$ cat config.mk
export PLATFORM = sky130hd
export DESIGN_NAME = head_foot_event_framer_unit_flat
export DESIGN_NICKNAME = d
export VERILOG_FILES = /design/src/rtl/hff_pkg.sv /design/src/rtl/hff_if.sv /design/src/rtl/head_foot_event_framer_unit.sv /design/src/rtl/hff_front.sv /design/src/rtl/hff_queue.sv /design/src/rtl/hff_back.sv /design/src/flat_wrapper.sv
export SDC_FILE = /design/constraint.sdc
export NUM_CORES = 1
export LEC_CHECK = 0
export BUFFER_PORTS_ARGS = -buffer_cell sky130_fd_sc_hd__buf_2
export CORE_UTILIZATION = 35
export CTS_BUF_LIST = sky130_fd_sc_hd__clkbuf_8 sky130_fd_sc_hd__clkbuf_16
export DETAILED_ROUTE_END_ITERATION = 10
export GPL_ROUTABILITY_DRIVEN = 0
export PLACE_DENSITY = 0.57
export SLEW_MARGIN = 10
export SYNTH_ARGS = -nofsm -noshare
export SYNTH_HDL_FRONTEND = slang
export SYNTH_SLANG_ARGS = --single-unit
$ cat constraint.sdc
create_clock -name clk -period 8.9 [get_ports clk]
set_clock_uncertainty 0.05 [all_clocks]
set_input_delay 1.335 -clock clk [delete_from_list [all_inputs] [get_ports clk]]
set_output_delay 1.335 -clock clk [all_outputs]
set_load 0.02 [all_outputs]
$ cat src/rtl/hff_pkg.sv
package hff_pkg;

    localparam int MARKER_W  = 64;
    localparam int WIN_BYTES = MARKER_W / 8;
    localparam int OUT_OFS_W = 32;
    localparam int CFG_IDX_W = 1;

    localparam logic [CFG_IDX_W-1:0] CFG_HEAD_MARKER = 1'b0;
    localparam logic [CFG_IDX_W-1:0] CFG_FOOT_MARKER = 1'b1;

    typedef enum logic [1:0] {
        EVT_NORMAL      = 2'd0,
        EVT_CUT         = 2'd1,
        EVT_OPEN_AT_END = 2'd2
    } evt_status_t;

    typedef struct packed {
        logic [OUT_OFS_W-1:0] start_ofs;
        logic [OUT_OFS_W-1:0] end_ofs;
        evt_status_t          status;
    } event_t;

    typedef struct packed {
        logic full;
        logic empty;
    } queue_stat_t;

    typedef struct packed {
        logic in_event;
        logic at_origin;
    } front_stat_t;

endpackage

$ cat src/rtl/hff_if.sv
interface hff_byte_if;
    logic       valid;
    logic       ready;
    logic [7:0] data_byte;
    logic       stream_last;

    modport source (output valid, output data_byte, output stream_last, input ready);
    modport sink   (input valid, input data_byte, input stream_last, output ready);
endinterface

interface hff_event_if;
    logic        valid;
    logic        ready;
    logic [31:0] event_start;
    logic [31:0] event_stop;
    logic [1:0]  event_status;

    modport source (output valid, output event_start, output event_stop, output event_status,
                    input ready);
    modport sink   (input valid, input event_start, input event_stop, input event_status,
                    output ready);
endinterface

$ cat src/rtl/head_foot_event_framer_unit.sv
// Channel   Dir   Payload                                       Word accepted when
// stream    in    data_byte[7:0], stream_last                   valid && ready
// events    out   event_start[31:0], event_stop[31:0],          valid && ready
//                 event_status[1:0]
// cfg       in    cfg_index (0 head, 1 foot), cfg_data[63:0]    cfg_we
//
// One stream byte is taken per cycle while the event queue is not full; an
// event word passes from its closing byte through the queue write, then the
// output register.
// Reset clears stream state, the queue and the output register; markers read 0.
// A stall on events fills the queue; stream.ready drops only when it is full.
module head_foot_event_framer_unit #(
    parameter int HEAD_LEN    = 4,
    parameter int FOOT_LEN    = 4,
    parameter int OFFSET_BITS = 32,
    parameter int QUEUE_DEPTH = 2
) (
    input  logic                          clk,
    input  logic                          rst_n,
    hff_byte_if.sink                      stream,
    hff_event_if.source                   events,
    input  logic                          cfg_we,
    input  logic [hff_pkg::CFG_IDX_W-1:0] cfg_index,
    input  logic [hff_pkg::MARKER_W-1:0]  cfg_data
);
    import hff_pkg::*;

    logic [MARKER_W-1:0] head_marker_reg;
    logic [MARKER_W-1:0] foot_marker_reg;

    logic        q_push;
    logic        q_pop;
    event_t      q_push_word;
    event_t      q_head_word;
    queue_stat_t q_stat;
    front_stat_t front_stat;

    // Marker registers: the user must write them only while the framer is idle; the block does not enforce this
    always_ff @(posedge clk or negedge rst_n)
    begin
        if (!rst_n)
        begin
            head_marker_reg <= '0;
            foot_marker_reg <= '0;
        end
        else if (cfg_we)
        begin
            case (cfg_index)
                CFG_HEAD_MARKER: head_marker_reg <= cfg_data;
                CFG_FOOT_MARKER: foot_marker_reg <= cfg_data;
                default:         ;
            endcase
        end
    end

    // Front end: shift in bytes, match markers, decide event words
    hff_front #(
        .HEAD_LEN    (HEAD_LEN),
        .FOOT_LEN    (FOOT_LEN),
        .OFFSET_BITS (OFFSET_BITS)
    ) u_front (
        .clk         (clk),
        .rst_n       (rst_n),
        .stream      (stream),
        .head_marker (head_marker_reg),
        .foot_marker (foot_marker_reg),
        .q_stat      (q_stat),
        .push        (q_push),
        .push_word   (q_push_word),
        .stat        (front_stat)
    );

    // Short queue decouples the matcher from downstream stalls
    hff_queue #(
        .DEPTH (QUEUE_DEPTH)
    ) u_queue (
        .clk       (clk),
        .rst_n     (rst_n),
        .push      (q_push),
        .push_word (q_push_word),
        .pop       (q_pop),
        .head_word (q_head_word),
        .stat      (q_stat)
    );

    // Back end: output register toward the event consumer
    hff_back u_back (
        .clk    (clk),
        .rst_n  (rst_n),
        .q_stat (q_stat),
        .q_word (q_head_word),
        .pop    (q_pop),
        .events (events)
    );

    a_no_overflow: assert property (@(posedge clk) disable iff (!rst_n)
        q_push |-> !q_stat.full)
        else $error("event queue written while full");

    a_no_underflow: assert property (@(posedge clk) disable iff (!rst_n)
        q_pop |-> !q_stat.empty)
        else $error("event queue read while empty");

    a_clear_at_end: assert property (@(posedge clk) disable iff (!rst_n)
        (stream.valid && stream.ready && stream.stream_last)
        |=> (front_stat.at_origin && !front_stat.in_event))
        else $error("stream state not cleared after final byte");

    a_open_needs_event: assert property (@(posedge clk) disable iff (!rst_n)
        (q_push && q_push_word.status == EVT_CUT) |-> front_stat.in_event)
        else $error("cut event reported with no event open");

endmodule

$ cat src/rtl/hff_front.sv
module hff_front #(
    parameter int HEAD_LEN    = 4,
    parameter int FOOT_LEN    = 4,
    parameter int OFFSET_BITS = 32
) (
    input  logic                          clk,
    input  logic                          rst_n,
    hff_byte_if.sink                      stream,
    input  logic [hff_pkg::MARKER_W-1:0]  head_marker,
    input  logic [hff_pkg::MARKER_W-1:0]  foot_marker,
    input  hff_pkg::queue_stat_t          q_stat,
    output logic                          push,
    output hff_pkg::event_t               push_word,
    output hff_pkg::front_stat_t          stat
);
    import hff_pkg::*;

    localparam int  WIN_W     = WIN_BYTES * 8;
    localparam int  HEAD_W    = HEAD_LEN * 8;
    localparam int  FOOT_W    = FOOT_LEN * 8;
    localparam bit  FOOT_WINS = (FOOT_LEN >= HEAD_LEN);

    logic [WIN_W-1:0]       window_reg, window_next;
    logic [OFFSET_BITS-1:0] offset_reg, offset_next;
    logic [OFFSET_BITS-1:0] floor_reg, floor_next;
    logic [OFFSET_BITS-1:0] start_reg, start_next;
    logic                   in_event_reg, in_event_next;

    logic                   accept;
    logic [WIN_W-1:0]       window_shift;
    logic [OFFSET_BITS-1:0] floor_gap;
    logic [OFFSET_BITS-1:0] ofs_inc;
    logic [OFFSET_BITS-1:0] head_start;
    logic                   head_hit;
    logic                   foot_hit;

    assign stream.ready = !q_stat.full;
    assign accept       = stream.valid && stream.ready;

    assign window_shift = {window_reg[WIN_W-9:0], stream.data_byte};
    assign floor_gap    = offset_reg - floor_reg;
    assign ofs_inc      = offset_reg + OFFSET_BITS'(1);
    assign head_start   = offset_reg - OFFSET_BITS'(HEAD_LEN - 1);

    // A marker counts only when all of its bytes lie at or past the floor
    assign head_hit = (floor_gap >= OFFSET_BITS'(HEAD_LEN - 1))
                   && (window_shift[HEAD_W-1:0] == head_marker[HEAD_W-1:0]);
    assign foot_hit = in_event_reg && (floor_gap >= OFFSET_BITS'(FOOT_LEN - 1))
                   && (window_shift[FOOT_W-1:0] == foot_marker[FOOT_W-1:0]);

    always_comb
    begin
        window_next         = window_shift;
        offset_next         = ofs_inc;
        floor_next          = floor_reg;
        start_next          = start_reg;
        in_event_next       = in_event_reg;
        push                = 1'b0;
        push_word.start_ofs = OUT_OFS_W'(start_reg);
        push_word.end_ofs   = OUT_OFS_W'(ofs_inc);
        push_word.status    = EVT_NORMAL;

        if (in_event_reg)
        begin
            if (foot_hit && (!head_hit || FOOT_WINS))
            begin
                push          = accept;
                in_event_next = 1'b0;
                floor_next    = ofs_inc;
            end
            else if (head_hit)
            begin
                push              = accept;
                push_word.end_ofs = OUT_OFS_W'(head_start);
                push_word.status  = EVT_CUT;
                start_next        = head_start;
                floor_next        = ofs_inc;
            end
        end
        else if (head_hit)
        begin
            in_event_next = 1'b1;
            start_next    = head_start;
            floor_next    = ofs_inc;
        end

        if (stream.stream_last)
        begin
            // report an event left open, then drop all stream state
            if (in_event_next && !push)
            begin
                push                = accept;
                push_word.start_ofs = OUT_OFS_W'(start_next);
                push_word.end_ofs   = '0;
                push_word.status    = EVT_OPEN_AT_END;
            end
            window_next   = '0;
            offset_next   = '0;
            floor_next    = '0;
            start_next    = '0;
            in_event_next = 1'b0;
        end
    end

    always_ff @(posedge clk or negedge rst_n)
    begin
        if (!rst_n)
        begin
            window_reg   <= '0;
            offset_reg   <= '0;
            floor_reg    <= '0;
            start_reg    <= '0;
            in_event_reg <= 1'b0;
        end
        else if (accept)
        begin
            window_reg   <= window_next;
            offset_reg   <= offset_next;
            floor_reg    <= floor_next;
            start_reg    <= start_next;
            in_event_reg <= in_event_next;
        end
    end

    assign stat.in_event  = in_event_reg;
    assign stat.at_origin = (offset_reg == '0) && (floor_reg == '0) && (window_reg == '0);

endmodule

$ cat src/rtl/hff_queue.sv
module hff_queue #(
    parameter int DEPTH = 2
) (
    input  logic                 clk,
    input  logic                 rst_n,
    input  logic                 push,
    input  hff_pkg::event_t      push_word,
    input  logic                 pop,
    output hff_pkg::event_t      head_word,
    output hff_pkg::queue_stat_t stat
);
    import hff_pkg::*;

    localparam int PTR_W = (DEPTH > 1) ? $clog2(DEPTH) : 1;
    localparam int CNT_W = $clog2(DEPTH + 1);
    localparam logic [PTR_W-1:0] LAST_PTR = PTR_W'(DEPTH - 1);

    event_t             mem [DEPTH];
    logic [PTR_W-1:0]   wr_ptr_reg, wr_ptr_next;
    logic [PTR_W-1:0]   rd_ptr_reg, rd_ptr_next;
    logic [CNT_W-1:0]   count_reg, count_next;

    always_comb
    begin
        wr_ptr_next = wr_ptr_reg;
        rd_ptr_next = rd_ptr_reg;
        count_next  = count_reg;
        if (push)
        begin
            wr_ptr_next = (wr_ptr_reg == LAST_PTR) ? '0 : wr_ptr_reg + PTR_W'(1);
        end
        if (pop)
        begin
            rd_ptr_next = (rd_ptr_reg == LAST_PTR) ? '0 : rd_ptr_reg + PTR_W'(1);
        end
        if (push && !pop)
        begin
            count_next = count_reg + CNT_W'(1);
        end
        else if (pop && !push)
        begin
            count_next = count_reg - CNT_W'(1);
        end
    end

    always_ff @(posedge clk or negedge rst_n)
    begin
        if (!rst_n)
        begin
            wr_ptr_reg <= '0;
            rd_ptr_reg <= '0;
            count_reg  <= '0;
        end
        else
        begin
            wr_ptr_reg <= wr_ptr_next;
            rd_ptr_reg <= rd_ptr_next;
            count_reg  <= count_next;
        end
    end

    always_ff @(posedge clk)
    begin
        if (push)
        begin
            mem[wr_ptr_reg] <= push_word;
        end
    end

    assign head_word  = mem[rd_ptr_reg];
    assign stat.full  = (count_reg == CNT_W'(DEPTH));
    assign stat.empty = (count_reg == '0);

endmodule

$ cat src/rtl/hff_back.sv
module hff_back (
    input  logic                 clk,
    input  logic                 rst_n,
    input  hff_pkg::queue_stat_t q_stat,
    input  hff_pkg::event_t      q_word,
    output logic                 pop,
    hff_event_if.source          events
);
    import hff_pkg::*;

    logic   valid_reg, valid_next;
    event_t word_reg;

    // Refill the output register whenever it is empty or being drained
    assign pop        = !q_stat.empty && (!valid_reg || events.ready);
    assign valid_next = pop || (valid_reg && !events.ready);

    always_ff @(posedge clk or negedge rst_n)
    begin
        if (!rst_n)
        begin
            valid_reg <= 1'b0;
        end
        else
        begin
            valid_reg <= valid_next;
        end
    end

    always_ff @(posedge clk)
    begin
        if (pop)
        begin
            word_reg <= q_word;
        end
    end

    assign events.valid        = valid_reg;
    assign events.event_start  = word_reg.start_ofs;
    assign events.event_stop   = word_reg.end_ofs;
    assign events.event_status = word_reg.status;

endmodule

$ cat src/flat_wrapper.sv
// flat-port wrapper written by rule: the top's interface ports become plain ports
module head_foot_event_framer_unit_flat import hff_pkg::*;
#(
    parameter int HEAD_LEN    = 4,
    parameter int FOOT_LEN    = 4,
    parameter int OFFSET_BITS = 32,
    parameter int QUEUE_DEPTH = 2
)
  (clk, rst_n, cfg_we, cfg_index, cfg_data, stream_valid, stream_data_byte, stream_stream_last, stream_ready, events_valid, events_event_start, events_event_stop, events_event_status, events_ready);
  hff_byte_if stream_i ();
  hff_event_if events_i ();
  input  logic clk;
  input  logic rst_n;
  input  logic cfg_we;
  input  logic [hff_pkg::CFG_IDX_W-1:0] cfg_index;
  input  logic [hff_pkg::MARKER_W-1:0] cfg_data;
  input wire logic [$bits(stream_i.valid)-1:0] stream_valid;
  input wire logic [$bits(stream_i.data_byte)-1:0] stream_data_byte;
  input wire logic [$bits(stream_i.stream_last)-1:0] stream_stream_last;
  output wire logic [$bits(stream_i.ready)-1:0] stream_ready;
  output wire logic [$bits(events_i.valid)-1:0] events_valid;
  output wire logic [$bits(events_i.event_start)-1:0] events_event_start;
  output wire logic [$bits(events_i.event_stop)-1:0] events_event_stop;
  output wire logic [$bits(events_i.event_status)-1:0] events_event_status;
  input wire logic [$bits(events_i.ready)-1:0] events_ready;
  assign stream_i.valid = stream_valid;
  assign stream_i.data_byte = stream_data_byte;
  assign stream_i.stream_last = stream_stream_last;
  assign stream_ready = stream_i.ready;
  assign events_valid = events_i.valid;
  assign events_event_start = events_i.event_start;
  assign events_event_stop = events_i.event_stop;
  assign events_event_status = events_i.event_status;
  assign events_i.ready = events_ready;
  head_foot_event_framer_unit #(.HEAD_LEN(HEAD_LEN), .FOOT_LEN(FOOT_LEN), .OFFSET_BITS(OFFSET_BITS), .QUEUE_DEPTH(QUEUE_DEPTH)) u_core (.clk(clk), .rst_n(rst_n), .stream(stream_i), .events(events_i), .cfg_we(cfg_we), .cfg_index(cfg_index), .cfg_data(cfg_data));
endmodule
## After elaboration in Yosys (flattened, before gate mapping)

Memories as Yosys holds them, arrays and structs flattened. A register that Yosys moved wholly into a read port is not among the register bits.
Cells that the tools add are included.

| storage, ports and cells | value |
|---|---|
| register bits | 190 |
| bits in writable memories | 132 |
| bits of input ports | 79 |
| output and inout port bits | 68 |
| word-level logic and storage cells | 76 |
| memories kept | 1 |

| cells by class | value |
|---|---|
| $add $sub $neg | 7 |
| $lt $le $gt $ge | 1 |
| eq/ne operators | 3 |
| multiplexer cells | 30 |
| bitwise logic cells | 1 |
| reductions and logical operators | 22 |

Memories:

| name | words | width | read ports | clocked after memory_dff | wr ports | RTL line | text |
|---|---|---|---|---|---|---|---|
| u_core.u_queue.mem | 2 | 66 | 1 | 1 | 1 | hff_queue.sv:18 | `event_t mem [DEPTH];` |

Operators with widths:

| operator | number |
|---|---|
| 2-to-1 mux 32 bit | 9 |
| 2-to-1 mux 66 bit | 2 |
| 2-to-1 mux 34 bit | 3 |
| equality test 32 bit | 2 |
| adder 32 x 1 -> 32 bit (second input constant) | 1 |
| greater-or-equal comparator 32 x 2 -> 1 bit (second input constant) | 1 |
| subtractor 32 x 2 -> 32 bit (second input constant) | 1 |
| subtractor 32 bit | 1 |
| 2-to-1 mux 24 bit | 1 |
| 2-to-1 mux 1 bit | 13 |
| logical AND 1 bit | 9 |
| logical NOT 1 bit | 7 |
| 2-to-1 mux 2 bit | 2 |
| AND reduction 2 bit | 2 |
| adder 1 bit (second input constant) | 2 |
| adder 2 x 1 -> 2 bit (second input constant) | 1 |
| equality test 2 bit (second input constant) | 1 |
| logical NOT 2 bit | 1 |
| logical OR 1 bit | 2 |
| nonzero test 2 bit | 1 |
| subtractor 2 x 1 -> 2 bit (second input constant) | 1 |
| inverter 1 bit | 1 |

## Depth between registers and ports, before layout

| depth | value |
|---|---|
| depth in word-level cells | 14 |
| gate-level depth with buffers | 20 |
| depth with buffers taken out | 17 |

## By module

A second synthesis with hierarchy kept.

| second synthesis, totals | value |
|---|---|
| cells, all modules | 2177 |
| area total of the unflattened synthesis | 25064.0 um^2 |

Modules (own cells, without submodules):

| module | instances | cells each | area each (um^2) |
|---|---|---|---|
| hff_front | 1 | 1614 | 12838.6 |
| head_foot_event_framer_unit | 1 | 271 | 5131.2 |
| hff_queue | 1 | 221 | 5062.4 |
| hff_back | 1 | 71 | 2031.9 |

## Worst setup path before layout

OpenSTA, ideal clock, no wires.

| timing | value |
|---|---|
| path kind | register to register |
| start | register u_core.u_front.offset_reg[0] |
| end | memory u_core.u_queue.mem[0][0] (netlist name) (enable) |
| setup time | 0.498 ns |
| data arrival time | 6.427 ns |
| data required time | 8.352 ns |
| setup slack | 1.925 ns |
| cell stages (with the launch flop) | 18 |
| period minus slack after synthesis | 6.975 ns |
| path through | dfrtp_1 > clkbuf_1 > inv_1 > ha_1 > fa_1 > nand2b_1 > a211oi_2 > o21ai_1 > a211oi_1 > o21ai_0 > and4b_1 > nand4b_1 > or3_1 > clkbuf_1 > clkbuf_1 > nand2_1 > a21oi_1 > nor2b_1 |

| on the way | value |
|---|---|
| word-level cells in the longest chain between the ends | 12 |
| elaborated cells between the ends (all ways) | 17 |
| those cells by class | add/sub (1); order compare (1); mux (10); reduce/logical (5) |

Ends and longest elaborated chain:

| item | RTL line | text |
|---|---|---|
| start, declared | hff_front.sv:24 | `logic [OFFSET_BITS-1:0] offset_reg, offset_next;` |
| start signal, assigned | hff_front.sv:118 | `offset_reg <= offset_next;` |
| subtractor 32 bit * | hff_front.sv:41 | `assign floor_gap = offset_reg - floor_reg;` |
| greater-or-equal comparator 32 x 2 -> 1 bit * | hff_front.sv:46, hff_front.sv:48 |  |
| logical AND 1 bit, on equally long branches | hff_front.sv:47, hff_front.sv:48 |  |
| 2-to-1 mux 1 bit / logical AND 1 bit (equally long branches) | hff_front.sv:71, hff_front.sv:49 |  |
| 2-to-1 mux 1 bit | hff_front.sv:65 | `if (foot_hit && (!head_hit \|\| FOOT_WINS))` |
| 2-to-1 mux 1 bit | hff_front.sv:63 | `if (in_event_reg)` |
| logical NOT 1 bit | hff_front.sv:90 | `if (in_event_next && !push)` |
| logical AND 1 bit | hff_front.sv:90 |  |
| 2-to-1 mux 1 bit | hff_front.sv:90 |  |
| 2-to-1 mux 1 bit * | hff_front.sv:87 | `if (stream.stream_last)` |
| named net u_core.q_push | head_foot_event_framer_unit.sv:31 | `logic q_push;` |
| 2-to-1 mux 1 bit * | hff_queue.sv:64 | `if (push)` |
| 2-to-1 mux 1 bit (not written as such) * | hff_queue.sv:66 | `mem[wr_ptr_reg] <= push_word;` |
| end, declared | hff_queue.sv:18 |  |

Mark *: on every way through the listed nets, which the timed path passes. The rest lies on a longest branch.

## Worst setup path after layout

| timing | value |
|---|---|
| start | register u_core.u_front.offset_reg[0] |
| end | memory u_core.u_queue.mem[1][15] (netlist name) (enable) |

Same word-level chain as after synthesis.

==> results.json <==
{
  "die_h_um": 239,
  "syn-num-nets": 1859,
  "hold_class": "register to register",
  "post-cts-setup-buffers": 0,
  "design.core.area_sq_um": 55300,
  "grt_pass1_vias": 13500,
  "finalInstanceArea_sq_um": 22300,
  "r2r_start": "u_core.u_front.offset_reg[0]",
  "utilization": 0.404,
  "antenna_found_initial": 1,
  "port_buffers": 114,
  "dr_total_vias": 13700,
  "critical_path_class": "register to register",
  "yosys_warnings": 0,
  "synth.distinct_cells": 73,
  "clk_path_buf_depth": 3,
  "first_pass_iters": 7,
  "cap_violations": 0,
  "synthTopCellsByCount": "edfxtp_1 (198), dfrtp_1 (190), nand2_1 (142)",
  "worstPathRequired_ps": 9110,
  "path_max_fanout": 34,
  "ioPinCount": 147,
  "top_register": "u_core.u_queue.mem",
  "place_hpwl_um": 32300,
  "route.detailed.drc": 0,
  "synth.most_common_cell": "edfxtp_1",
  "synth_top_cells_by_area": "edfxtp_1 (30%), dfrtp_1 (24%), mux2_2 (7.6%), xor2_1 (4.3%), nand2_1 (2.7%)",
  "initial_core_util": 0.356,
  "fin_crit_ps": 5870,
  "status": "completed",
  "drt-total-wl_um": 47600,
  "grt_util_met2": 0.270,
  "nNetsFinal": 1925,
  "synth_edf_count": 198,
  "cts-root-buf": "clkbuf_16",
  "num_rows": 86,
  "hold_viol_final": 0,
  "cts_buffers": 42,
  "area_growth_pct": 13.5,
  "wl_per_cell_um": 18.3,
  "cp-startpoint": "u_core.u_front.offset_reg[0]",
  "power_density_nw_per_um2": 268,
  "grt_usage": 0.167,
  "holdCritStartpoint": "u_core.u_front.floor_reg[30]",
  "endpoint_kind": "register",
  "design.die.area_sq_um": 57200,
  "vdd_drop_max_v": 0.000132,
  "drive_above_1_share": 0.193,
  "grt_max_degree": 123,
  "holdPathEnd": "u_core.u_front.floor_reg[30]",
  "grt_overflow": 0,
  "clock.fmax_mhz": 170,
  "cts_hold_buf": 0,
  "drt-initial-drc-count": 1076,
  "r2r_slack_ps": 3030,
  "ys_seq_area_frac": 0.544,
  "grt_util_met3": 0.0258,
  "finalNonFillerCells": 2594,
  "drtAntennaViolNets": 0,
  "clk_latency_ps": 570,
  "grt_use_met1": 0.231,
  "fin_tns_setup_ps": 0,
  "num_antenna_cells": 0,
  "slew-limit-headroom": 0.261,
  "synth_cells": 1746,
  "cts_resized": 0,
  "synth_ff_type": "edfxtp_1",
  "die_x_um": 239,
  "grt_first_pass_wirelength_um": 75700,
  "largest_reg_flops": 132,
  "setup_viol_count_final": 0,
  "leakage_nw": 8.97,
  "worst_slew_pin_slew_ps": 1110,
  "synth_top_area_cell": "edfxtp_1",
  "syn-cell-area_sq_um": 19700,
  "cts.sinks": 388,
  "rsz0062_at_grt": "no",
  "cts_tree": "yes",
  "synth_seq_cells": 388,
  "placed_area_sq_um": 20900,
  "yosysTopAreaCellShare": 0.302,
  "slew_violations": 0,
  "dp_cells": 2516,
  "htreeDepth": 2,
  "viasPerCell": 5.28,
  "rr_worst_depth": 15,
  "async_reset_ff_frac": 0.490,
  "critPathArrivalTime_ps": 6080,
  "top_usage_layer": "met2",
  "hold_depth": 1,
  "r2r_end": "u_core.u_queue.mem[1][15]",
  "cts.clk_slew.worst_paths_ps": 60,
  "cp-start-kind": "register",
  "syn_avg_cell_area_sq_um": 11.3,
  "fin_crit_sh": 0.659
}
[worst max path at each step]
stage,to,cells after the start
floorplan,u_core.u_queue.mem[0][0],17
global placement,u_core.u_queue.mem[1][14],16
detailed placement,u_core.u_queue.mem[1][12],15
CTS,u_core.u_queue.mem[1][15],15
global route,u_core.u_queue.mem[1][15],16
finish,u_core.u_queue.mem[1][15],15
[stage by stage]
stage               power, mW  worst slack (ps)  hold WS [ps]
floorplan                3.67              1920           405
global route             6.30              2580           451
CTS                      6.03              3050           444
global placement         4.16              3110           422
detailed placement       4.20              3070           424
finish                   5.98              3030           442
[power breakdown]
part | switching, mW | internal (mW) | leakage [nW]
registers | 0.167 | 2.22 | 4.25
logic | 1.11 | 0.678 | 3.98
clock network | 0.723 | 1.09 | 0.743
total | 2.00 | 3.98 | 8.97
[layout by cell type (no fill, tap or decap), types with 8 or more instances in the layout]
cell	n
clkbuf_16	42
inv_1	77
a211oi_1	27
mux2_2	133
nand4_1	18
mux2i_1	42
nor2_1	106
o21ai_0	90
nand2_1	141
nor3_1	31
and3_1	14
ha_1	33
a21oi_1	82
o22ai_1	25
or2_2	10
o2bb2ai_1	28
o21bai_1	9
buf_4	14
xor2_1	97
and2_1	15
nand2b_1	35
mux2_1	8
nand3_1	28
buf_2	113
a31oi_1	8
nor4_1	32
xnor2_1	36
edfxtp_1	198
a21o_1	10
dfrtp_1	189
o21a_1	9
nor2b_1	20
[worst max-delay path, stage by stage, from the launching register on]
cell,delay (ps)
dfrtp_1,660
inv_1,100
ha_1,240
fa_1,390
nand2b_1,190
a211oi_2,420
o21ai_1,290
a211o_1,350
a21boi_0,310
o2111ai_1,180
or4_4,440
nor3_1,470
a2bb2oi_1,310
a21oi_1,180
and2_2,520
buf_4,400
[area by class of cell]
class	count	area [sq um]
tap	748	936
inverter	69	259
fill	5365	33000
timing repair buffer	128	684
clock buffer	48	1130
clock inverter	30	310
sequential	388	10700
multi-input combinational	1183	8300
[layer usage]
metal / vias to the layer above / wire length [um]
met5: - / 13
met4: 2 / 1270
met2: 415 / 22200
met3: 90 / 2340
li1: 6427 / -
met1: 6759 / 21800
[cells by family after synthesis]
| kind of cell | after synthesis | synth area share |
|---|---|---|
| mux | 183 | 0.102 |
| buf+inv | 175 | 0.0363 |
| fa+ha+maj | 34 | 0.0220 |
| flops | 388 | 0.544 |
| simple gates | 491 | 0.125 |
| compound gates | 342 | 0.112 |
| xor+xnor | 133 | 0.0592 |
Note: power is estimated with default switching activity, not from simulation.
